[src/rtl/psi_pkg.sv]
`default_nettype none

package psi_pkg;

  localparam int COORD_BITS  = 16;
  localparam int DIFF_BITS   = COORD_BITS + 1;
  localparam int SQ_BITS     = 2 * DIFF_BITS;
  localparam int PRESHIFT    = 24;
  localparam int VEC_BITS    = DIFF_BITS + PRESHIFT + 3;
  localparam int COUNT_BITS  = 7;
  localparam int RADIUS_BITS = 16;
  localparam int TURN_BITS   = 16;
  localparam int SECTOR_BITS = 6;
  localparam int ARC_LEN     = 24;

  localparam int DEF_MAX_SECTORS  = 64;
  localparam int DEF_ANGLE_BITS   = 16;
  localparam int DEF_CORDIC_STEPS = 16;

  localparam logic [31:0] HALF_TURN = 32'h8000_0000;

  // atan(2^-i) as a Q32 fraction of a turn
  localparam logic [31:0] ARC_Q32 [ARC_LEN] = '{
    32'h20000000, 32'h12E4051E, 32'h09FB385B, 32'h051111D4,
    32'h028B0D43, 32'h0145D7E1, 32'h00A2F61E, 32'h00517C55,
    32'h0028BE53, 32'h00145F2F, 32'h000A2F98, 32'h000517CC,
    32'h00028BE6, 32'h000145F3, 32'h0000A2FA, 32'h0000517D,
    32'h000028BE, 32'h0000145F, 32'h00000A30, 32'h00000518,
    32'h0000028C, 32'h00000146, 32'h000000A3, 32'h00000051
  };

  typedef enum logic [1:0] {
    REG_SECTOR_COUNT = 2'd0,
    REG_DEAD_RADIUS  = 2'd1,
    REG_START_TURN   = 2'd2
  } psi_reg_t;

  typedef struct packed {
    logic signed [COORD_BITS-1:0] anchor_x;
    logic signed [COORD_BITS-1:0] anchor_y;
    logic signed [COORD_BITS-1:0] pointer_x;
    logic signed [COORD_BITS-1:0] pointer_y;
  } psi_in_t;

  typedef struct packed {
    logic                   in_dead_zone;
    logic [SECTOR_BITS-1:0] sector;
  } psi_out_t;

  typedef struct packed {
    logic signed [VEC_BITS-1:0] u;
    logic signed [VEC_BITS-1:0] v;
    logic [31:0]                z;
    logic                       zero;
    logic                       dead;
  } psi_vec_t;

  typedef struct packed {
    logic     vld;
    psi_vec_t data;
  } psi_link_t;

endpackage

`default_nettype wire

[src/rtl/psi_back.sv]
`default_nettype none

module psi_back #(
  parameter int MAX_SECTORS = psi_pkg::DEF_MAX_SECTORS,
  parameter int ANGLE_BITS  = psi_pkg::DEF_ANGLE_BITS
) (
  input  wire logic                                clk,
  input  wire logic                                rst,
  input  wire psi_pkg::psi_link_t                  prev,
  output logic                                     prev_ready,
  input  wire logic [psi_pkg::COUNT_BITS-1:0]      sector_count,
  input  wire logic [psi_pkg::TURN_BITS-1:0]       start_turn,
  output logic                                     out_valid,
  output psi_pkg::psi_out_t                        out_data,
  input  wire logic                                out_stall
);

  localparam int CW = psi_pkg::COUNT_BITS;
  localparam int PW = ANGLE_BITS + CW;

  logic                  v1, v2, v3;
  logic                  ready1, ready2, ready3;
  logic [ANGLE_BITS-1:0] rel1;
  logic [CW-1:0]         cnt1, cnt2;
  logic                  dead1, dead2;
  logic [CW-1:0]         idx2;
  psi_pkg::psi_out_t     res;

  logic [31:0]           z_round;
  logic [ANGLE_BITS-1:0] angle;
  logic [ANGLE_BITS-1:0] start;
  logic [CW-1:0]         cnt;
  logic [PW-1:0]         prod;
  logic [CW-1:0]         idx_clamp;
  psi_pkg::psi_out_t     res_next;

  assign ready3     = !v3 || !out_stall;
  assign ready2     = !v2 || ready3;
  assign ready1     = !v1 || ready2;
  assign prev_ready = ready1;

  // round to nearest, half up, modulo one turn
  assign z_round = prev.data.z + (32'd1 << (31 - ANGLE_BITS));
  assign angle   = prev.data.zero ? '0 : z_round[31 -: ANGLE_BITS];

  // scale the 16-bit start to the angle width
  assign start = ANGLE_BITS'({start_turn, 8'h00} >> (24 - ANGLE_BITS));

  always_comb begin
    if (sector_count == '0) begin
      cnt = CW'(1);
    end else if ({2'b00, sector_count} > 9'(MAX_SECTORS)) begin
      cnt = CW'(MAX_SECTORS);
    end else begin
      cnt = sector_count;
    end
  end

  assign prod = PW'(rel1) * PW'(cnt1);

  assign idx_clamp = (idx2 >= cnt2) ? cnt2 - CW'(1) : idx2;

  always_comb begin
    res_next.in_dead_zone = dead2;
    res_next.sector       = dead2 ? '0 : idx_clamp[psi_pkg::SECTOR_BITS-1:0];
  end

  always_ff @(posedge clk) begin
    if (rst) begin
      v1 <= 1'b0;
      v2 <= 1'b0;
      v3 <= 1'b0;
    end else begin
      if (ready1) v1 <= prev.vld;
      if (ready2) v2 <= v1;
      if (ready3) v3 <= v2;
    end
  end

  always_ff @(posedge clk) begin
    if (ready1) begin
      rel1  <= angle - start;
      cnt1  <= cnt;
      dead1 <= prev.data.dead;
    end
    if (ready2) begin
      idx2  <= prod[ANGLE_BITS +: CW];
      cnt2  <= cnt1;
      dead2 <= dead1;
    end
    if (ready3) res <= res_next;
  end

  assign out_valid = v3;
  assign out_data  = res;

endmodule

`default_nettype wire

[config.mk]
export PLATFORM = sky130hd
export DESIGN_NAME = psi_back
export DESIGN_NICKNAME = d
export VERILOG_FILES = /design/src/rtl/psi_pkg.sv /design/src/rtl/psi_back.sv
export SDC_FILE = /design/constraint.sdc
export NUM_CORES = 1
export LEC_CHECK = 0
export ABC_AREA = 1
export ABC_CLOCK_PERIOD_IN_PS = 5350
export BUFFER_PORTS_ARGS = -buffer_cell sky130_fd_sc_hd__buf_2
export CORE_MARGIN = 1.5
export CORE_UTILIZATION = 40
export CTS_BUF_LIST = sky130_fd_sc_hd__clkbuf_4 sky130_fd_sc_hd__clkbuf_8
export DETAILED_ROUTE_END_ITERATION = 16
export RECOVER_POWER = 25
export SETUP_SLACK_MARGIN = 0.15
export SKIP_LAST_GASP = 1
export SLEW_MARGIN = 15
export SYNTH_ARGS = -nofsm -noshare
export SYNTH_HDL_FRONTEND = slang
export SYNTH_SLANG_ARGS = --single-unit
[constraint.sdc]
create_clock -name clk -period 5.35 [get_ports clk]
set_clock_uncertainty 0.1 [all_clocks]
set_input_delay 0.2675 -clock clk [delete_from_list [all_inputs] [get_ports clk]]
set_output_delay 0.2675 -clock clk [all_outputs]
set_load 0.01 [all_outputs]
Word-level counts from Yosys, hierarchy flattened
Index checks and enable logic that the tools add are counted.
{"block": "totals", "latchBits": 0, "in_bits": 149, "regBits": 49, "ramBits": 0, "n_memories": 0, "rom_bits": 0, "out_inout_bits": 9}
{"block": "classes", "n_reduce_logical": 9, "n_addsub": 3, "order_cmp": 2, "n_mux": 3, "div": 0, "n_eq_ne": 0, "n_bitwise": 0, "n_shift": 0, "mul": 1}
{"op": "$add 32x16->32 const B", "n": 1}
{"op": "$mul 16x7->23", "n": 1}
{"op": "$mux 16", "n": 1}
{"op": "$sub 16x16->16", "n": 1}
{"op": "$ge 7x7->1", "n": 1}
{"op": "$gt 7x7->1 const B", "n": 1}
{"op": "$logic_not 7->1", "n": 1}
{"op": "$mux 7", "n": 1}
{"op": "$mux 6", "n": 1}
{"op": "$sub 6x1->6 const B", "n": 1}
{"op": "$logic_not 1->1", "n": 4}
{"op": "$logic_or 1x1->1", "n": 3}
{"op": "$reduce_or 2->1", "n": 1}

Depth between registers and ports, before layout
{"block": "depth", "word_depth": 4, "ltp_mapped": 21, "ltp_nobuf": 19}

Worst setup path before layout
Ideal clock, no wire load.
{"block": "synth_path", "path_type": "register to register", "from": "register cnt1[5]", "to": "register idx2[6], data pin", "stages_incl_launch_ff": 20, "required_time_ns": 4.998, "setup_slack_ns": 0.978, "n_path_buf": 2, "arrival_ns": 4.019, "cell_sequence": "edfxtp_1 clkbuf_1 clkbuf_1 nand2_1 inv_1 fa_1 fa_1 fa_1 inv_1 fa_1 inv_1 ha_1 a21oi_1 o21ai_0 nand2_1 nand2_1 a21oi_1 nand2_1 nand2_1 nand2_1"}
{"block": "synth_between", "elab_chain_cells": 1}
{"item": "start, declared", "line": "psi_back.sv:24", "text": "logic [CW-1:0] cnt1, cnt2;"}
{"item": "start signal, assigned", "line": "psi_back.sv:83", "text": "cnt1 <= cnt;"}
{"item": "$mul 16x7->23", "line": "psi_back.sv:59", "text": "assign prod = PW'(rel1) * PW'(cnt1);"}
{"item": "via prod[22]", "line": "psi_back.sv:33", "text": "logic [PW-1:0] prod;"}
{"item": "end signal, assigned", "line": "psi_back.sv:87", "text": "idx2 <= prod[ANGLE_BITS +: CW];"}
{"item": "end, declared", "line": "psi_back.sv:26", "text": "logic [CW-1:0] idx2;"}
The timed path passes the listed nets, and every way through them passes these cells.
A chain may end at the register's enable or synchronous reset.

Worst setup path in the final report
{"block": "layout_path", "from": "register cnt1[4]", "to": "register idx2[6], data pin"}
Same word-level chain as after synthesis.

==> results_dict.tcl <==
set metrics [dict create \
    status "finished, final reports clean" \
    worst_slack_ps 587 \
    rr_endpoint "idx2[6]" \
    firstDrtPassIters 5 \
    core-area_um2 16600 \
    ctsResizeCount 0 \
    clk_latency_ps 310 \
    synth_ff_type "edfxtp_1" \
    fin_nets 1224 \
    cts-root-buf "clkbuf_8" \
    r2r_slack_ps 590 \
    cp-endpoint "idx2[6]" \
    drt-initial-drc-count 195 \
    post-route-min-period_ps 4760 \
    grt_overflow_total 0 \
    dp.cells 1156 \
    sw_frac_of_total_pct 49.0 \
    final_common_cell "inv_1" \
    worst_setup_path_end_kind "flop" \
    h-tree-depth 2 \
    antenna_cells 0 \
    grt_usage_pct 16.7 \
    crit_path_start "cnt1[4]" \
    worstSetupStartpointType "flop" \
    cap_violations 0 \
    max_freq_mhz 210 \
    hold_buffers 0 \
    die_y_um 133 \
    pwr_density_cell_nw_per_um2 312 \
    slew_viol_final 0 \
    arrival_ps 4750 \
    synth_cell_types 42 \
    tightestPinTransition_ps 1030 \
    wl_um 13500 \
    hpwl_um 11500 \
    final_util_pct 44.2 \
    ys_async_sr_fraction_pct 0 \
    ctsLongestPathBuffers 2 \
    num_rows 47 \
    slew_headroom_pct 31.0 \
    power.switching_w 0.00112 \
    intPower_w 0.00117 \
    netlist_instances 897 \
    num_io_pins 158 \
    synth.ff_latch_count 49 \
    cp_max_fo 17 \
    worstHoldPathType "input port to flop" \
    rr_startpoint "cnt1[4]" \
    initial_core_util_pct 40.8 \
    syn_avg_cell_area_um2 7.55 \
    first_global_vias 5524 \
    dieArea_um2 17700 \
    clkTransAtPathRegs_ps 100 \
    vdd_drop_max_uv 142 \
    yosysWarningCount 0 \
    p_total_w 0.00229 \
    cts_sinks 49 \
    critical_path_required_ps 5330 \
    setup_tns_ps 0 \
    cts_tree "yes" \
    final_cell_mix "235 x inv_1, 226 x nand2_1, 69 x fa_1, 63 x ha_1" \
    grt_pass1_wl_um 24500 \
    crit_type "flop to flop" \
    gp_congestion 0.842 \
    setup_viol 0 \
    syn_nets 1178 \
    drtAntennaViolNets 0 \
    post_drt_wl_per_cell_um 11.6 \
    ys_seq_area_share_pct 21.3 \
    p_comb_share_pct 63.0 \
    period_share_pct 89.0 \
    leakagePower_nw 4.40 \
    clock_power_share_pct 9.8 \
    hold_viol 0 \
    post_cts_buffers 0 \
    viasPerCell 4.68 \
    io_buffers 54 \
    rsz0062_at_grt "no" \
    die_w_um 133 \
    cts_buffers 5 \
    antenna_found_initial 0 \
    synth_edf_count 46 \
    syn_area_um2 6770 \
    pwr-share-seq_pct 27.2 \
    vias 5447 \
    reg2regPathDepth 17 \
    grt_start_max_net_pins 27 \
    preCtsSetupSlack_ps 597 \
    drive_gt1_share_pct 7.84 \
    drc 0 \
    final_cells 1164 \
    areaGrowthSynthToFinish_pct 8.35 \
]
[area by class of cell]
cell class,count,area (µm²)
sequential,49,1440
clock inverter,3,22.5
inverter,243,912
multi-input combinational,590,4360
timing repair buffer,54,258
fill,1736,9250
clock buffer,5,68.8
tap,220,275
[kinds of logic after synthesis]
group / synth area share (%)
fa+ha+maj: 32.0
simple gates: 21.7
xor+xnor: 2.33
flops: 21.3
buf+inv: 14.3
compound gates: 8.30
[how the worst min path moves through the flow]
stage / to / from / cells after the start
after global placement: dead2 / dead1 / 0
after global routing: dead1 / prev[0] / 1
after CTS: dead1 / prev[0] / 1
final: dead1 / prev[0] / 1
after floorplan: out_valid / rst / 1
after detailed placement: dead2 / dead1 / 0
[metrics by stage]
| stage | hold WS [ps] | instance area (µm²) |
|---|---|---|
| 2_1_floorplan | 237 | 6770 |
| 3_3_place_gp | 311 | 7260 |
| 3_5_place_dp | 324 | 7260 |
| 4_1_cts | 20.4 | 7350 |
| 5_1_grt | 20.1 | 7340 |
| 6_report | 32.2 | 7340 |
[sequential cells by signal (all words and copies together) (netlist names)]
| name | count |
|---|---|
| cnt2 | 7 |
| out_data | 7 |
| rel1 | 16 |
| dead1 | 1 |
| dead2 | 1 |
| v2 | 1 |
| idx2 | 7 |
| v1 | 1 |
| out_valid | 1 |
| cnt1 | 7 |
[synthesized netlist by cell type (all sizes together) (2+ instances only)]
cell	instances	area (µm²)
inv	240	901
nand2	231	880
fa	69	1380
ha	63	788
a21oi	47	239
edfxtp	46	1380
nor2	45	189
nand3	30	155
o21ai	23	119
nor3	15	96.4
nand4	14	93.8
xor2	14	123
clkbuf	13	48.8
a21o	8	60.1
o21bai	8	63.8
nor3b	4	30.0
xnor2	4	35.0
a31oi	3	18.8
clkinv	3	11.3
dfxtp	3	60.1
a211oi	2	15.0
and2	2	12.5
buf	2	10.0
o21a	2	15.0
[per-layer routing]
metal  GRT usage, %  routed length (µm)
met1           21.9                6370
met2           30.0                6590
met3           1.67                 404
met4           3.20                 145
met5              0                   0
[power by group through the flow]
stage / clock network (W) / logic [W] / registers (W)
after detailed placement: 0 / 0.00146 / 0.000632
after global routing: 0.000244 / 0.00173 / 0.000637
after CTS: 0.000231 / 0.00147 / 0.000623
after global placement: 0 / 0.00146 / 0.000633
after floorplan: 0 / 0.00115 / 0.000594
final: 0.000223 / 0.00144 / 0.000622
[critical path: stages, from the launching register on]
cell and delay (ps):
edfxtp_1 890, nand2_1 120, inv_1 100, fa_1 440, fa_1 520, fa_1 550
inv_1 60, fa_1 520, inv_1 40, ha_1 320, a21oi_1 210, o21ai_0 160
nand2_1 90, nand2_1 60, a21oi_1 180, nand2_1 70, nand2_1 50, nand2_1 40
Power figures use the tool's default switching activity.
