`config.mk`:
```
export PLATFORM = sky130hd
export DESIGN_NAME = psi_front
export DESIGN_NICKNAME = d
export VERILOG_FILES = /design/src/rtl/psi_pkg.sv /design/src/rtl/psi_front.sv
export SDC_FILE = /design/constraint.sdc
export NUM_CORES = 2
export LEC_CHECK = 0
export BUFFER_PORTS_ARGS = -buffer_cell sky130_fd_sc_hd__clkbuf_2
export CAP_MARGIN = 20
export CORE_MARGIN = 4
export CORE_UTILIZATION = 35
export DETAILED_ROUTE_END_ITERATION = 10
export SLEW_MARGIN = 20
export SYNTH_ARGS = -nofsm -noshare
export SYNTH_HDL_FRONTEND = slang
export SYNTH_SLANG_ARGS = --single-unit
```
`constraint.sdc`:
```
create_clock -name clk -period 7.62 [get_ports clk]
set_input_delay 1.524 -clock clk [delete_from_list [all_inputs] [get_ports clk]]
set_output_delay 1.524 -clock clk [all_outputs]
set_load 0.01 [all_outputs]
```
`src/rtl/psi_pkg.sv`:
```
`default_nettype none

package psi_pkg;

  localparam int COORD_BITS  = 16;
  localparam int DIFF_BITS   = COORD_BITS + 1;
  localparam int SQ_BITS     = 2 * DIFF_BITS;
  localparam int PRESHIFT    = 24;
  localparam int VEC_BITS    = DIFF_BITS + PRESHIFT + 3;
  localparam int COUNT_BITS  = 7;
  localparam int RADIUS_BITS = 16;
  localparam int TURN_BITS   = 16;
  localparam int SECTOR_BITS = 6;
  localparam int ARC_LEN     = 24;

  localparam int DEF_MAX_SECTORS  = 64;
  localparam int DEF_ANGLE_BITS   = 16;
  localparam int DEF_CORDIC_STEPS = 16;

  localparam logic [31:0] HALF_TURN = 32'h8000_0000;

  // atan(2^-i) as a Q32 fraction of a turn
  localparam logic [31:0] ARC_Q32 [ARC_LEN] = '{
    32'h20000000, 32'h12E4051E, 32'h09FB385B, 32'h051111D4,
    32'h028B0D43, 32'h0145D7E1, 32'h00A2F61E, 32'h00517C55,
    32'h0028BE53, 32'h00145F2F, 32'h000A2F98, 32'h000517CC,
    32'h00028BE6, 32'h000145F3, 32'h0000A2FA, 32'h0000517D,
    32'h000028BE, 32'h0000145F, 32'h00000A30, 32'h00000518,
    32'h0000028C, 32'h00000146, 32'h000000A3, 32'h00000051
  };

  typedef enum logic [1:0] {
    REG_SECTOR_COUNT = 2'd0,
    REG_DEAD_RADIUS  = 2'd1,
    REG_START_TURN   = 2'd2
  } psi_reg_t;

  typedef struct packed {
    logic signed [COORD_BITS-1:0] anchor_x;
    logic signed [COORD_BITS-1:0] anchor_y;
    logic signed [COORD_BITS-1:0] pointer_x;
    logic signed [COORD_BITS-1:0] pointer_y;
  } psi_in_t;

  typedef struct packed {
    logic                   in_dead_zone;
    logic [SECTOR_BITS-1:0] sector;
  } psi_out_t;

  typedef struct packed {
    logic signed [VEC_BITS-1:0] u;
    logic signed [VEC_BITS-1:0] v;
    logic [31:0]                z;
    logic                       zero;
    logic                       dead;
  } psi_vec_t;

  typedef struct packed {
    logic     vld;
    psi_vec_t data;
  } psi_link_t;

endpackage

`default_nettype wire

```
`src/rtl/psi_front.sv`:
```
`default_nettype none

module psi_front (
  input  wire logic                      clk,
  input  wire logic                      rst,
  input  wire logic                      in_valid,
  input  wire psi_pkg::psi_in_t          in_data,
  output logic                           in_ready,
  input  wire logic [31:0]               r_sq,
  output psi_pkg::psi_link_t             nxt,
  input  wire logic                      nxt_ready
);

  localparam int DW = psi_pkg::DIFF_BITS;
  localparam int VW = psi_pkg::VEC_BITS;
  localparam int SW = psi_pkg::SQ_BITS;

  // stage A: offsets
  logic                 va;
  logic signed [DW-1:0] dx;
  logic signed [DW-1:0] dy;
  // stage B: squares and CORDIC start vector
  logic                 vb;
  logic [SW-1:0]        sx;
  logic [SW-1:0]        sy;
  psi_pkg::psi_vec_t    vec_b;
  // stage C: dead-zone compare
  logic                 vc;
  psi_pkg::psi_vec_t    vec_c;

  logic ready_a, ready_b, ready_c;

  logic signed [DW-1:0]   dx_next, dy_next;
  logic signed [2*DW-1:0] sx_next, sy_next;
  logic signed [VW-1:0]   u_init, v_init;
  psi_pkg::psi_vec_t      vec_b_next;
  psi_pkg::psi_vec_t      vec_c_next;
  logic [SW-1:0]          d_sq;

  assign ready_c  = !vc || nxt_ready;
  assign ready_b  = !vb || ready_c;
  assign ready_a  = !va || ready_b;
  assign in_ready = ready_a;

  assign dx_next = DW'(in_data.pointer_x) - DW'(in_data.anchor_x);
  assign dy_next = DW'(in_data.pointer_y) - DW'(in_data.anchor_y);

  assign sx_next = dx * dx;
  assign sy_next = dy * dy;

  // start at (-dy, dx); flip into the right half plane
  assign u_init = -(VW'(dy) <<< psi_pkg::PRESHIFT);
  assign v_init = VW'(dx) <<< psi_pkg::PRESHIFT;

  always_comb begin
    vec_b_next.zero = (dx == '0) && (dy == '0);
    vec_b_next.dead = 1'b0;
    if (u_init[VW-1]) begin
      vec_b_next.u = -u_init;
      vec_b_next.v = -v_init;
      vec_b_next.z = psi_pkg::HALF_TURN;
    end else begin
      vec_b_next.u = u_init;
      vec_b_next.v = v_init;
      vec_b_next.z = '0;
    end
  end

  assign d_sq = sx + sy;

  always_comb begin
    vec_c_next      = vec_b;
    vec_c_next.dead = d_sq < SW'(r_sq);
  end

  always_ff @(posedge clk) begin
    if (rst) begin
      va <= 1'b0;
      vb <= 1'b0;
      vc <= 1'b0;
    end else begin
      if (ready_a) va <= in_valid;
      if (ready_b) vb <= va;
      if (ready_c) vc <= vb;
    end
  end

  always_ff @(posedge clk) begin
    if (ready_a) begin
      dx <= dx_next;
      dy <= dy_next;
    end
    if (ready_b) begin
      sx    <= SW'(sx_next);
      sy    <= SW'(sy_next);
      vec_b <= vec_b_next;
    end
    if (ready_c) vec_c <= vec_c_next;
  end

  assign nxt.vld  = vc;
  assign nxt.data = vec_c;

endmodule

`default_nettype wire

```
Word level (Yosys, flattened, before mapping). Index checks and enable logic that the tools add are counted.

RAM bits: 0. Bits in read-only memories: 0. Memories: 0. Output and inout bits: 124. Logic and storage cells: 37. Register bits after elaboration: 348. Latch bits: 0. Bits of input ports: 100.

Bitwise logic cells: 0. $mul: 2. Reductions and logical operators: 9. Add/subtract/negate cells: 6. Divide/modulo/power cells: 0. Shifts and indexed selects: 0. Mux-type cells: 1. Equal/unequal tests: 0. Order comparisons: 1.

Operator list (number): 119-bit 2-to-1 mux (1); 41-bit negation with 44-bit output (2); 17-bit by 17-bit multiplier with 34-bit output (2); 44-bit negation (1); 34-bit adder (1); 17-bit zero test (2); 34-bit by 32-bit less-than comparator with 1-bit output (1); 16-bit by 16-bit subtractor with 17-bit output (2); 1-bit zero test (3); 1-bit logical OR (3); 1-bit logical AND (1).

Longest topological paths before layout.
Word-level depth: 4. Gate-level depth with buffers: 27. Depth with buffers taken out: 26.

Worst setup path before layout. No wires, ideal clock.

Path type: flip-flop to flip-flop. Start: register dy[6]. End: register sy[27] (data pin). Period minus slack after synthesis: 6551 ps. Cell stages (with the launch flop): 27. Data arrival time: 6288 ps. Path buffers: 3. Data required time: 7357 ps. Slack: 1069 ps. Library setup time: 263 ps. Cells stage by stage: edfxtp_1 > clkbuf_1 > clkbuf_1 > clkbuf_1 > nand2_1 > fa_1 > inv_1 > fa_1 > inv_1 > fa_1 > inv_1 > fa_1 > fa_1 > inv_1 > fa_1 > inv_1 > ha_1 > a21oi_1 > o21ai_0 > or3_1 > o211ai_1 > nand3_1 > o41ai_1 > o21bai_1 > a21o_1 > a21oi_1 > xnor2_1.

Longest elaborated chain between the ends: 1.

RTL lines: start: declaration (line psi_front.sv:21) `logic signed [DW-1:0] dy;`; start signal: assignment (line psi_front.sv:91) `dy <= dy_next;`; 17-bit by 17-bit multiplier with 34-bit output (line psi_front.sv:49) `assign sy_next = dy * dy;`; via sy_next[27] (line psi_front.sv:34) `logic signed [2*DW-1:0] sx_next, sy_next;`; end signal: assignment (line psi_front.sv:95) `sy <= SW'(sy_next);`; end: declaration (line psi_front.sv:25) `logic [SW-1:0] sy;`.

The timed path passes the listed nets, and every way through them passes these cells. A chain may end at the register's enable or synchronous reset.

Worst setup path after layout.
Start: register dx[3]. End: register sx[33] (data pin).

Longest elaborated chain between the ends: 1.

RTL lines: start: declaration (line psi_front.sv:20) `logic signed [DW-1:0] dx;`; start signal: assignment (line psi_front.sv:90) `dx <= dx_next;`; 17-bit by 17-bit multiplier with 34-bit output (line psi_front.sv:48) `assign sx_next = dx * dx;`; via sx_next[33] (line psi_front.sv:34); end signal: assignment (line psi_front.sv:94) `sx <= SW'(sx_next);`; end: declaration (line psi_front.sv:24) `logic [SW-1:0] sx;`.

The timed path passes the listed nets, and every way through them passes these cells.

==> results.ini <==
[clock_tree]
clkSinkCount=186
clk_latency_ns=0.51
cts_buffer_depth=2
root_buffer=clkbuf_16
ctsResizeCount=0
cts_buffers=17
cts_tree=built
h-tree-depth=4
clk_pin_slew_worst_paths_ns=0.09
hold_buffers=0
post-cts-setup-buffers=0

[yosys]
ys_seq_area_frac=0.1799
syn_inst=3174
synth_edf_count=183
async_flop_share=0
synth_xor_area_frac=0.04991
synth_compound_area_frac=0.07507
ys_top_cells_by_count=inv_1 (800), fa_1 (537), ha_1 (282)
ys.flop_type=edfxtp_1
synth_top_area_share=0.3481
yosys.area.top_type=fa_1
synth.avg_cell_area_um2=9.730
synth.most_common_cell=inv_1
synth_mux_area_frac=0.001013
synth_fa_ha_area_frac=0.4623
yosys.area_share.simple=0.1038
synth_top_family_by_area=adder cells
synthesis.area_um2=30880
synth_area_leaders=fa_1 (35%), edfxtp_1 (18%), ha_1 (11%), inv_1 (9.7%), xnor2_1 (3.8%)
ys.warnings.count=0
ys_types=75
synth-seq-cells=186

[finish]
area_delta_synth_final_pct=8.200
nets=4236
drive_gt1_frac=0.08111

[floorplan]
initial_core_util=0.3543
fp.dieH_um=305.1
design.core.area_um2=87160
ioPinCount=224
rows=108
dieArea_um2=93060
die_w_um=305.1

[critical_path]
reg2reg_from=dx[3]$_DFFE_PP_
startpoint_type=flip-flop
crit_type=flip-flop to flip-flop
crit_arrival_ns=7.33
worstPathRequired_ns=7.86
critPathCaptureType=flip-flop
cp_num_buf_inv=5
slowest_delay_ns=0.71
critPathLaunch=dx[3]$_DFFE_PP_
slowest_stage=edfxtp_1
worstPathMaxFanout=12
critPathTopFamily=adder cells
cpMostUsedCell=fa_1
path_cells=clkinv_1 -> nor2_1 -> fa_1 -> inv_1 -> fa_1 -> fa_1 -> inv_1 -> fa_1 -> fa_1 -> inv_1 -> fa_1 -> inv_1 -> ha_1 -> a21o_1 -> a21o_1 -> a211o_1 -> a311oi_2 -> o31ai_2 -> a31oi_1 -> a211oi_1 -> a21o_1 -> a21oi_1 -> xnor2_1

[detailed_routing]
detail_route.vias_per_cell=4.718
firstDrtPassIters=5
wl_um=72130
first_iter_violations=1311
detail-route-antenna-nets=0
wire_per_inst_um=16.08
num_vias=21160
drc=0

[sta]
finalCriticalPeriod_ns=7.090
final.setup.tns_ns=0
fmax_mhz=141.1
min_period_over_period=0.9304
setup_viol=0
final_max_slew_viol_count=0
finClkSkew_ns=0.02244
relSlewSlack=0.1527
rsz0062_at_grt=no
tightestPinTransition_ns=1.258
hold_violations=0

[hold_path]
min-delay-start=vec_b[64]$_DFFE_PP_
min_path_type=flip-flop to flip-flop

[placement]
io_buffers=144
place_hpwl_um=60410
gp_congestion=0.9110

[flow_run]
drv_cap=0

[global_routing]
antenna_found_initial=3
grt_overflow_total=0
grt_pass1_vias=21680
track_usage=0.1592
grt_start_max_net_pins=56
grt_pass1_wl_um=115900

[status]
outcome=complete, no violations

## logic make-up (layout without fill, tap and decap cells)
logic type      after synthesis  count (layout)
fa+ha+maj                   819             819
compound gates              352             352
buf+inv                     962            1038
flops                       186             186
xor+xnor                    176             176
simple gates                675             675
mux                           3               3
other cells                   1              81
## flip-flops by register name, indices dropped and copies added, names as in the netlist
name	flops
vb	1
nxt	43
vec_b	40
sx	33
sy	33
va	1
dy	17
vc	1
dx	17
## metrics by stage
stage	cells	instance area, um^2	hold slack, ns	setup WS [ns]	util
3_3_place_gp	4453	32850	0.4014	0.6733	0.3769
2_1_floorplan	3253	31180	0.4003	1.069	-
3_5_place_dp	4453	32850	0.4045	0.5787	0.3769
4_1_cts	4484	33410	0.4229	0.5408	0.3834
6_report	4485	33420	0.4218	0.5303	0.3834
5_1_grt	4484	33410	0.4250	0.1286	0.3834
## layer usage
metal	track usage	up-vias	wire length (um)
li1	-	9941	-
met5	0	-	0
met3	0.02757	42	4890
met2	0.2574	555	33710
met4	0.02574	0	652
met1	0.2287	10620	32870
## final cells by class
cell class                      instances  area [um^2]
Timing Repair Buffer                  200         1141
Multi-Input combinational cell       2105        21680
Clock buffer                           17        425.4
Clock inverter                         14        137.6
Fill cell                            8760        53740
Sequential cell                       186         5555
Inverter                              807         3032
Antenna cell                            1        2.502
Tap cell                             1155         1445
## cell usage in the layout, fill, tap and decap left out, types with 8 or more instances in the layout
master | netlist | routed
inv_1 | 800 | 798
fa_1 | 537 | 537
ha_1 | 282 | 282
nand2_1 | 228 | 227
edfxtp_1 | 183 | 183
nor2_1 | 178 | 178
clkbuf_2 | 0 | 144
xnor2_1 | 134 | 134
and2_1 | 90 | 90
a21oi_1 | 90 | 90
conb_1 | 1 | 80
o21ai_0 | 68 | 68
a21o_1 | 62 | 62
buf_4 | 81 | 56
xor2_1 | 42 | 42
nand2b_1 | 29 | 29
nand3_1 | 29 | 29
nor3_1 | 28 | 28
nor2b_1 | 21 | 21
clkbuf_16 | 0 | 17
o21a_1 | 15 | 15
a211oi_1 | 15 | 15
and3_1 | 14 | 14
or3_1 | 12 | 12
o21bai_1 | 12 | 12
nand4_1 | 11 | 11
o31ai_1 | 11 | 11
a31o_2 | 9 | 9
a31oi_1 | 9 | 9
or2_2 | 8 | 8
o211ai_1 | 8 | 8
## path summary, 6_finish.rpt
| kind | end | slack, ns | depth (start not counted) |
|---|---|---|---|
| worst max-delay path | sx[33]$_DFFE_PP_ | 0.53 | 23 |
| worst max register to register | sx[33]$_DFFE_PP_ | 0.53 | 23 |
| worst min-delay path | nxt[64]$_DFFE_PP_ | 0.42 | 0 |
| worst min register to register | nxt[64]$_DFFE_PP_ | 0.42 | 0 |
Power is left out: the tool's default activity adds up to more than one toggle a clock period on the data nets, which glitch-free logic cannot reach.
