File: config.mk
export PLATFORM = sky130hd
export DESIGN_NAME = psi_cell
export DESIGN_NICKNAME = d
export VERILOG_FILES = /design/src/rtl/psi_pkg.sv /design/src/rtl/psi_cell.sv
export SDC_FILE = /design/constraint.sdc
export NUM_CORES = 1
export LEC_CHECK = 0
export BUFFER_PORTS_ARGS = -buffer_cell sky130_fd_sc_hd__buf_2
export CORE_MARGIN = 2
export CORE_UTILIZATION = 35
export DETAILED_ROUTE_END_ITERATION = 10
export SYNTH_ARGS = -nofsm -noshare
export SYNTH_HDL_FRONTEND = slang
export SYNTH_SLANG_ARGS = --single-unit
File: constraint.sdc
create_clock -name clk -period 10.8 [get_ports clk]
set_clock_uncertainty 0.15 [all_clocks]
set_input_delay 0.54 -clock clk [delete_from_list [all_inputs] [get_ports clk]]
set_output_delay 0.54 -clock clk [all_outputs]
set_load 0.01 [all_outputs]
File: src/rtl/psi_pkg.sv
`default_nettype none

package psi_pkg;

  localparam int COORD_BITS  = 16;
  localparam int DIFF_BITS   = COORD_BITS + 1;
  localparam int SQ_BITS     = 2 * DIFF_BITS;
  localparam int PRESHIFT    = 24;
  localparam int VEC_BITS    = DIFF_BITS + PRESHIFT + 3;
  localparam int COUNT_BITS  = 7;
  localparam int RADIUS_BITS = 16;
  localparam int TURN_BITS   = 16;
  localparam int SECTOR_BITS = 6;
  localparam int ARC_LEN     = 24;

  localparam int DEF_MAX_SECTORS  = 64;
  localparam int DEF_ANGLE_BITS   = 16;
  localparam int DEF_CORDIC_STEPS = 16;

  localparam logic [31:0] HALF_TURN = 32'h8000_0000;

  // atan(2^-i) as a Q32 fraction of a turn
  localparam logic [31:0] ARC_Q32 [ARC_LEN] = '{
    32'h20000000, 32'h12E4051E, 32'h09FB385B, 32'h051111D4,
    32'h028B0D43, 32'h0145D7E1, 32'h00A2F61E, 32'h00517C55,
    32'h0028BE53, 32'h00145F2F, 32'h000A2F98, 32'h000517CC,
    32'h00028BE6, 32'h000145F3, 32'h0000A2FA, 32'h0000517D,
    32'h000028BE, 32'h0000145F, 32'h00000A30, 32'h00000518,
    32'h0000028C, 32'h00000146, 32'h000000A3, 32'h00000051
  };

  typedef enum logic [1:0] {
    REG_SECTOR_COUNT = 2'd0,
    REG_DEAD_RADIUS  = 2'd1,
    REG_START_TURN   = 2'd2
  } psi_reg_t;

  typedef struct packed {
    logic signed [COORD_BITS-1:0] anchor_x;
    logic signed [COORD_BITS-1:0] anchor_y;
    logic signed [COORD_BITS-1:0] pointer_x;
    logic signed [COORD_BITS-1:0] pointer_y;
  } psi_in_t;

  typedef struct packed {
    logic                   in_dead_zone;
    logic [SECTOR_BITS-1:0] sector;
  } psi_out_t;

  typedef struct packed {
    logic signed [VEC_BITS-1:0] u;
    logic signed [VEC_BITS-1:0] v;
    logic [31:0]                z;
    logic                       zero;
    logic                       dead;
  } psi_vec_t;

  typedef struct packed {
    logic     vld;
    psi_vec_t data;
  } psi_link_t;

endpackage

`default_nettype wire

File: src/rtl/psi_cell.sv
`default_nettype none

module psi_cell #(
  parameter int STEP = 0
) (
  input  wire logic               clk,
  input  wire logic               rst,
  input  wire psi_pkg::psi_link_t prev,
  output logic                    prev_ready,
  output psi_pkg::psi_link_t      nxt,
  input  wire logic               nxt_ready
);

  localparam int VW = psi_pkg::VEC_BITS;
  localparam logic [31:0] ARC = psi_pkg::ARC_Q32[STEP];

  logic                 vld;
  psi_pkg::psi_vec_t    vec;
  psi_pkg::psi_vec_t    vec_next;
  logic signed [VW-1:0] us, vs;

  assign prev_ready = !vld || nxt_ready;

  assign us = prev.data.u >>> STEP;
  assign vs = prev.data.v >>> STEP;

  // rotate toward the u axis, both updates from the old vector
  always_comb begin
    vec_next = prev.data;
    if (!prev.data.v[VW-1]) begin
      vec_next.u = prev.data.u + vs;
      vec_next.v = prev.data.v - us;
      vec_next.z = prev.data.z + ARC;
    end else begin
      vec_next.u = prev.data.u - vs;
      vec_next.v = prev.data.v + us;
      vec_next.z = prev.data.z - ARC;
    end
  end

  always_ff @(posedge clk) begin
    if (rst) begin
      vld <= 1'b0;
    end else if (prev_ready) begin
      vld <= prev.vld;
    end
  end

  always_ff @(posedge clk) begin
    if (prev_ready) vec <= vec_next;
  end

  assign nxt.vld  = vld;
  assign nxt.data = vec;

endmodule

`default_nettype wire

Word level (Yosys, flattened, before mapping). Index checks and enable logic that the tools add are counted.

Word-level logic and storage cells: 14. Input bits: 126. Output and inout port bits: 124. Register bits after elaboration: 123.

Add/subtract/negate cells: 5. Multiplexer cells: 1. Reduce and logical (&&, ||, !) cells: 2.

Operators by type and width (count): $mux 120 (1); $sub 44x44->44 (2); $add 44x44->44 (1); $add 32x30->32 const B (1); $sub 32x30->32 const B (1); $logic_not 1->1 (1); $logic_or 1x1->1 (1).

Depth between registers and ports, before layout. Gate-level depths: netlist of run 1.

Word-level depth: 2. Gate-level depth with buffers: 13. Mapped depth without buffers: 12.

Least setup slack after synthesis of run 1. No wires, ideal clock.

Path type: input-to-output. Start: input nxt_ready. End: output prev_ready. Cell stages on the path: 1. Data required time: 10.110 ns. Arrival: 3.551 ns. Path slack: 6.559 ns. Buffers on the path: 0. Cell sequence: nand2b_1.

Cells in the longest elaborated chain, start to end: 1.

RTL lines: start, declared (line psi_cell.sv:11) `input wire logic nxt_ready`; $logic_or 1x1->1 (line psi_cell.sv:22) `assign prev_ready = !vld || nxt_ready;`; end, declared (line psi_cell.sv:9) `output logic prev_ready,`.

No other way between the ends.

==> out/metrics.csv, run 1 <==
metric;value;unit
critPathMaxFanout;14;
area_growth;18.15;%
ys_async_sr_fraction;0;%
dr.pass1.iters;6;
fmax;249.0;MHz
switching_share;38.61;%
ctsResizeCount;0;
core;0.03370;mm^2
wl;45100;um
htree_levels;4;
routed_via_density;5.634;
postCtsSetupRepairBufs;0;
arrival;4.05;ns
cts_buffer_depth;2;
grt_pass1_wl;67440;um
nets;1897;
start_kind;input port;
post-route-period-util;37.19;%
port_buffers;249;
status;complete, no violations;
cts_tree;built;
rsz0062_at_grt;no;
die_h;189.5;um
grt_usage;24.57;%
crit_type;input port to flop;
finalHoldViolations;0;
required;10.83;ns
die_area;0.03591;mm^2
synth_edf_count;121;
vias;11740;
synth_mux_area_share;2.504;%
avgSynthCellArea;8.536;um^2
min_path_type;input port to flop;
insertedDiodeCount;0;
crit_chain;buf_2, inv_1, ha_1, nor2b_1, a211oi_1, a31oi_1, a211oi_2, o21ai_1, a21oi_2, o21ai_1, o31ai_1, xnor2_1;
p_sw;0.0007645;W
die-width;189.5;um
clkPwrFrac;29.8;%
dpl_cell_area;0.01365;mm^2
synth_top_family_by_area;compound AO/OA/AOI/OAI gates;
worst_pin_slew;0.9527;ns
pwr_density_cell;139.2;mW/mm^2
syn_nets;1686;
synth_compound_area_share;25.48;%
cts_hold_buf;0;
finalSetupTns;0;ns
power.leakage;6.291;nW
drt_iter0_drc;1154;
grt_max_degree;71;
vdd_drop_max;117.5;uV
initial_core_util;35.74;%
worst_setup_path_end_kind;flop;
yosys.area_share.simple;13.26;%
slew_viol_final;0;
ant_nets;0;
synth_xor_xnor_area_share;6.254;%
path_clk_slew;0.06;ns
synth_seq_cells;122;
synth_cell_types;74;
num_rows;67;
antenna_found_initial;0;
ios;250;
drc;0;
setup_viol;0;
drive_above_1_share;19.20;%
max_cap_violations;0;
design_area;0.01423;mm^2
synth_warnings;0;
maxSlewHeadroom;35.82;%
syn-cell-area;0.01204;mm^2
slowest_delay;0.58;ns
synth_ff_type;edfxtp_1;
gp_congestion;0.9663;
cp_common_cell;o21ai_1;
p_comb_share;36.6;%
grt_overflow;0;
avgRoutedWirePerCell;21.65;um
clock-sinks;122;
cpMaxStageDelayCell;ha_1;
synth_adder_area_share;15.73;%
worstSkewPairLatency;0.43;ns
seqPwrFrac;33.6;%
grt_pass1_vias;11380;
path_buf_inv;2;
ys_seq_area_share;30.33;%
period_needed;4.016;ns
intPower;0.001216;W
syn_inst;1411;
crit_family;compound AO/OA/AOI/OAI gates;
numCtsBuffers;17;
cts-root-buf;clkbuf_16;
dpl.hpwl;35640;um
[final timing paths]
check	cells after the start	slack, ns	endpoint	startpoint
worst max-delay path	12	6.78	nxt[121]$_DFFE_PP_	prev[38]
worst min-delay path	2	0.10	vld$_SDFFE_PP0P_	rst
worst max register to register	3	8.26	nxt[71]$_DFFE_PP_	vld$_SDFFE_PP0P_
worst min register to register	2	0.71	vld$_SDFFE_PP0P_	vld$_SDFFE_PP0P_
[Yosys cell counts (12+ instances only)]
library cell | instances | area (um^2)
nand4_1 | 22 | 137.6
nand3_1 | 20 | 100.1
nor3_1 | 31 | 155.2
a21o_1 | 19 | 142.6
nand2_1 | 83 | 311.6
a21oi_1 | 186 | 930.9
nor2_1 | 108 | 405.4
a211oi_1 | 15 | 112.6
inv_1 | 137 | 514.2
o21a_1 | 17 | 127.6
o21bai_1 | 32 | 240.2
xnor2_1 | 75 | 656.9
o21ai_0 | 94 | 470.5
clkbuf_1 | 46 | 172.7
edfxtp_1 | 121 | 3633
nor2b_1 | 12 | 75.07
o31ai_1 | 20 | 150.1
ha_1 | 145 | 1814
nand2b_1 | 14 | 87.58
mux2i_1 | 29 | 290.3
[per-stage QoR]
stage,setup WS (ns),total power [W],util [%],instances,hold slack (ns)
after floorplan,6.559,0.001101,-,1411,0.4591
after global placement,6.371,0.001385,40.50,2051,0.5465
after detailed placement,6.470,0.001384,40.50,2051,0.5491
after CTS,6.909,0.001980,42.23,2083,0.09377
after global routing,6.661,0.002074,42.23,2083,0.1100
final,6.784,0.001980,42.23,2083,0.1034
[routing by layer]
metal / vias up / track usage (%) / wire length, um
met5: - / 0 / 0
met4: 0 / 7.603 / 1128
met3: 72 / 4.652 / 3948
met2: 587 / 37.24 / 19400
met1: 5563 / 35.20 / 20620
li1: 5514 / - / -
[kinds of logic (layout without fill, tap and decap cells)]
| logic type | after synthesis | after routing |
|---|---|---|
| AOI/OAI and AO/OA | 486 | 486 |
| xor gates and xnor gates | 86 | 86 |
| adders and majority gates | 149 | 149 |
| buffers and inverters | 204 | 428 |
| DFF | 122 | 122 |
| muxes | 30 | 30 |
| and+or+nand+nor | 334 | 334 |
[registers in the layout, summed over array words and instances (netlist names)]
name  flops
nxt     121
vld       1
[cell type report]
type | count | area, um^2
clock inverters | 15 | 155.1
clock buffers | 17 | 425.4
fillers | 3510 | 19470
repair buffers | 253 | 1276
multi-input cells | 1085 | 7622
inverters | 143 | 536.8
flip-flops and latches | 122 | 3654
well taps | 448 | 560.5
[power by group through the flow]
| stage | Combinational [W] | Sequential (W) | Clock, W |
|---|---|---|---|
| global placement | 0.000708 | 0.000676 | 0 |
| detailed placement | 0.000709 | 0.000676 | 0 |
| global route | 0.000782 | 0.000673 | 0.000620 |
| floorplan | 0.000387 | 0.000715 | 0 |
| CTS | 0.000713 | 0.000667 | 0.000600 |
| finish | 0.000724 | 0.000665 | 0.000591 |
[placed cells by master, fill, tap and decap left out, types with 7 or more instances in the layout]
master,synthesis,layout
nor4_1,7,7
a221o_1,7,7
ha_1,145,145
nand2b_1,14,13
o21bai_1,32,32
o21ai_0,94,94
o221ai_1,11,11
nor3_1,31,31
nor2b_1,12,12
or3_1,9,9
mux2i_1,29,29
buf_2,2,249
a31oi_1,11,11
nand2_1,83,83
o211ai_1,11,11
nor2_1,108,108
a21oi_1,186,186
xnor2_1,75,75
clkbuf_16,0,17
edfxtp_1,121,121
nand3_1,20,20
nand4_1,22,22
a21o_1,19,19
inv_1,137,136
o21a_1,17,17
a211oi_1,15,15
o31ai_1,20,20
xor2_1,11,11
(Power assumes the default switching activity.)
==> run 2, diff against run 1 <==
ABC_AREA = 1   (was unset)
clock period = 3.8 ns   (was 10.8 ns; I/O delays follow)
==> out/metrics.csv, run 2 <==
metric;value;unit
slowest_delay;0.72;ns
grt_pass1_wl;91830;um
gp_congestion;0.9820;
grt_max_degree;92;
crit_family;simple AND/OR/NAND/NOR gates;
ant_nets;0;
synth_warnings;0;
die_h;211.5;um
grtUsageMet1;36.37;%
nets;2934;
largest_register_ffs;121;
avgRoutedWirePerCell;19.24;um
grtUsageMet2;47.16;%
cpMaxStageDelayCell;o21ai_1;
maxSlewHeadroom;31.01;%
syn-cell-area;0.01507;mm^2
ios;250;
grt_pass1_vias;15860;
fmax;279.0;MHz
path_buf_inv;3;
met3_usage;2.997;%
insertedDiodeCount;0;
cts-root-buf;clkbuf_16;
num_rows;76;
ys_seq_area_share;24.25;%
cts_buffer_depth;2;
start_kind;input port;
cp_common_cell;nand2_1;
most-common-layout-cells;806 x nand2_1, 415 x inv_1, 249 x buf_2, 200 x nand3_1, 197 x nor2_1;
drc;0;
crit_chain;dlygate4sd3_1, buf_2, inv_1, ha_1, fa_1, o21ai_1, nand2_1, nand2_1, nand2_1, nand2_1, nand2_1, nand2_1, nand2_1, nand3_1, nand2_1;
worst_setup_path_end_kind;flop;
syn_nets;2676;
initial_core_util;35.21;%
max_cap_violations;0;
htree_levels;4;
area_growth;17.45;%
synth_cell_types;43;
routed_via_density;5.069;
antenna_found_initial;0;
numCtsBuffers;17;
layout.cells.most_common;nand2_1;
fillCellCount;4620;
post-route-period-util;94.32;%
finalSetupTns;0;ns
drive_above_1_share;15.57;%
wl;61910;um
grt_usage;27.68;%
core;0.04279;mm^2
synth_area_leader_cell;edfxtp_1;
die_area;0.04472;mm^2
syn_inst;2401;
port_buffers;249;
slew_viol_final;0;
dp_cells;3149;
period_needed;3.584;ns
worstSkewPairLatency;0.44;ns
required;3.86;ns
pre_cts_slack;0.3190;ns
worst_pin_slew;1.035;ns
cts_tree;built;
synth_area_leaders;edfxtp_1 24%, nand2_1 20%, ha_1 12%;
path_clk_slew;0.06;ns
synth_seq_cells;122;
vias;16310;
setup_viol;0;
clock-sinks;122;
grt_overflow;0;
fin_total_pwr;0.005935;W
min_path_type;input port to flop;
crit_type;input port to flop;
die-width;211.5;um
fin_cells;3218;
synth.most_common_cell;nand2_1;
postCtsSetupRepairBufs;0;
drt_iter0_drc;1376;
synth.top_cell.area_share;24.12;%
dpl.hpwl;51850;um
vdd_drop_max;195.2;uV
critPathMaxFanout;6;
synth_common_cells;807 x nand2_1, 415 x inv_1, 200 x nand3_1;
synth_ff_type;edfxtp_1;
ys_async_sr_fraction;0;%
power.leakage;9.575;nW
pwr_density_cell;335.4;mW/mm^2
top_usage_layer;met2;
finalHoldViolations;0;
arrival;3.64;ns
synth_edf_count;121;
utilization;41.35;%
dr.pass1.iters;5;
avgSynthCellArea;6.275;um^2
timing.final.ws_setup;0.2158;ns
rsz0062_at_grt;no;
status;complete, no violations;
==> run 2: cell count changes in the layout (fill, tap and decap cells not counted), sizes merged, moves of 19 or more <==
cell         before  now
dlygate4sd3       0   37
nand2            84  835
mux2i            29    3
nand3            20  207
xnor2            75    4
a21oi           187  131
nor3             31   12
nor2            108  248
inv             147  437
o31ai            21    0
==> run 2: cell families (layout without fill, tap and decap cells) <==
group	count (synthesis)	after routing	share of synthesized area, %
multiplexers	3	3	0.1993
AND/OR/NAND/NOR	1335	1335	37.71
flip-flops	122	122	24.25
XOR/XNOR	31	31	1.802
adder cells (fa/ha/maj)	149	149	12.57
buffers and inverters	492	763	13.42
AO/OA/AOI/OAI	269	269	10.04
==> run 2: per-stage QoR <==
stage	hold slack (ns)	cell area (um^2)
after floorplan	0.1091	15070
after global placement	0.1996	16710
after detailed placement	0.1977	16710
after CTS	0.06065	17690
after global routing	0.08827	17690
final	0.08056	17690
==> run 2: layout make-up <==
cell class / instances / area (um^2) / share of cell area (%)
tap: 546 / 683.2 / 3.861
clock buffer: 18 / 429.2 / 2.425
sequential: 122 / 3654 / 20.65
timing repair buffer: 298 / 1719 / 9.716
inverter: 433 / 1625 / 9.185
multi-input combinational: 1787 / 9398 / 53.11
clock inverter: 14 / 186.4 / 1.054
==> run 2: worst register-to-register path: stages (launching register included) <==
cell	delay, ns
dfxtp_1	0.33
nand2_4	0.72
buf_4	0.38
a21oi_1	0.09
dlygate4sd3_1	0.55
==> run 2: final timing paths <==
kind                              to  cells past startpoint  slack (ns)        startpoint
setup / recovery  nxt[102]$_DFFE_PP_                     15        0.22          prev[78]
hold / removal     nxt[78]$_DFFE_PP_                      4        0.08          prev[34]
setup reg to reg    vld$_SDFFE_PP0P_                      4        1.46  vld$_SDFFE_PP0P_
hold reg to reg    nxt[16]$_DFFE_PP_                      1        1.13  vld$_SDFFE_PP0P_
==> run 2: power breakdown <==
part / switching [W] / internal, W
clock network: 0.000707 / 0.00105
logic: 0.00165 / 0.000748
registers: 0.0000527 / 0.00173
==> run 2: layer usage <==
| layer | vias up | wire length (um) |
|---|---|---|
| met1 | 7620 | 27820 |
| li1 | 8009 | - |
| met4 | 0 | 1858 |
| met2 | 589 | 28930 |
| met3 | 94 | 3298 |
| met5 | - | 0 |
==> run 2: repair_timing <==
| item | 4_1_cts | 5_1_grt |
|---|---|---|
| hold endpoints to repair | 36 | 0 |
| resized for setup | 0 | 0 |
| hold buffers | 37 | 0 |
==> run 3, diff against run 2 <==
clock period = 3.28 ns   (was 3.8 ns; I/O delays follow)
==> out/metrics.csv, run 3 (same netlist as run 2, synthesis figures left out) <==
metric;value;unit
arrival;3.14;ns
timing.hold.ws;0.04679;ns
finalHoldViolations;0;
utilization;41.80;%
cpMaxStageDelayCell;fa_1;
num_rows;76;
pwr_density_cell;390.8;mW/mm^2
max_cap_violations;0;
p_comb_share;40.1;%
numCtsBuffers;17;
maxSlewHeadroom;49.15;%
htree_levels;4;
slew_viol_final;0;
vdd_drop_max;283.7;uV
layout.cells.most_common;nand2_1;
power.leakage;9.680;nW
finalSetupTns;0;ns
rsz0062_at_grt;no;
cts_tree;built;
path_buf_inv;2;
initial_core_util;35.21;%
intPower;0.004245;W
worst_setup_path_end_kind;flop;
area_growth;18.72;%
clock-sinks;122;
min_path_type;input port to flop;
wl;61290;um
fin_total_pwr;0.006989;W
p_sw;0.002744;W
avgRoutedWirePerCell;18.93;um
core;0.04279;mm^2
period_needed;3.085;ns
die_h;211.5;um
status;complete, no violations;
worst_pin_slew;0.7548;ns
fmax;324.2;MHz
seqPwrFrac;29.5;%
port_buffers;249;
cts-root-buf;clkbuf_16;
dpl.hpwl;52270;um
routed_via_density;5.002;
grt_max_degree;89;
clkPwrFrac;30.4;%
post-route-period-util;94.05;%
largest_register_ffs;121;
grt_usage;27.34;%
drt_iter0_drc;1252;
slowest_delay;0.57;ns
grt_pass1_wl;90540;um
crit_type;input port to flop;
antenna_found_initial;0;
gp_congestion;0.9705;
required;3.33;ns
die-width;211.5;um
crit_chain;dlygate4sd3_1, buf_2, ha_1, fa_1, o21ai_1, nand2_1, nand2_1, nand2_1, nand2_1, nand2_1, nand2_1, nand2_1, nand3_1, nand2_1;
path_clk_slew;0.06;ns
switching_share;39.26;%
crit_family;simple AND/OR/NAND/NOR gates;
cts_buffer_depth;2;
critPathMaxFanout;5;
worstSkewPairLatency;0.44;ns
most-common-layout-cells;806 x nand2_1, 415 x inv_1, 249 x buf_2, 200 x nand3_1, 197 x nor2_1;
fillCellCount;4593;
grt_overflow;0;
vias;16190;
setup_viol;0;
cp_common_cell;nand2_1;
grt_pass1_vias;15740;
pre_cts_slack;0.2060;ns
nets;2954;
drive_above_1_share;16.20;%
start_kind;input port;
timing.final.ws_setup;0.1951;ns
ant_nets;0;
insertedDiodeCount;0;
die_area;0.04472;mm^2
drc;0;
ios;250;
dr.pass1.iters;5;
run 3: what timing repair did:
action | CTS | global route
hold endpoints to repair | 36 | 0
hold buffers | 37 | 0
gates resized for setup | 0 | 1
setup endpoints to repair | 0 | 2
setup buffers | 0 | 0
run 3: tightest hold or removal path, stage by stage:
cell and delay, ns:
buf_2 0.12, inv_1 0.05, ha_1 0.12, inv_1 0.03
run 3: cell type report:
cell class,count,area (um^2),share of cell area (%)
flip-flops and latches,122,3654,20.43
clock inverters,14,219.0,1.224
clock buffers,17,425.4,2.378
well taps,546,683.2,3.820
multi-input cells,1787,9410,52.61
inverters,433,1625,9.087
repair buffers,318,1869,10.45
run 3: worst paths after layout:
check,endpoint,slack (ns),cells past startpoint,from
hold / removal,nxt[78]$_DFFE_PP_,0.05,4,prev[34]
hold reg to reg,nxt[57]$_DFFE_PP_,0.97,1,vld$_SDFFE_PP0P_
setup / recovery,nxt[66]$_DFFE_PP_,0.20,14,prev[78]
setup reg to reg,vld$_SDFFE_PP0P_,1.46,3,vld$_SDFFE_PP0P_
run 3: routing by layer:
layer | wire length, um | global-route usage (%) | share of wire (%) | vias up
li1 | - | - | - | 8057
met1 | 27450 | 35.38 | 45 | 7485
met2 | 28220 | 46.19 | 46 | 567
met3 | 3495 | 3.456 | 5.7 | 81
met4 | 2130 | 10.85 | 3.5 | 0
met5 | 0 | 0 | 0 | -
run 3: through the flow:
stage | cell area (um^2) | instances
after floorplan | 15070 | 2401
after global placement | 16870 | 3169
after CTS | 17880 | 3237
final | 17890 | 3237
after detailed placement | 16870 | 3169
after global routing | 17890 | 3237
run 3: power groups by stage:
stage | combinational (W) | sequential (W) | clock, W
after CTS | 0.00277 | 0.00207 | 0.00218
after detailed placement | 0.00273 | 0.00210 | 0
after floorplan | 0.00157 | 0.00223 | 0
after global placement | 0.00272 | 0.00210 | 0
after global routing | 0.00308 | 0.00208 | 0.00223
final | 0.00280 | 0.00206 | 0.00212
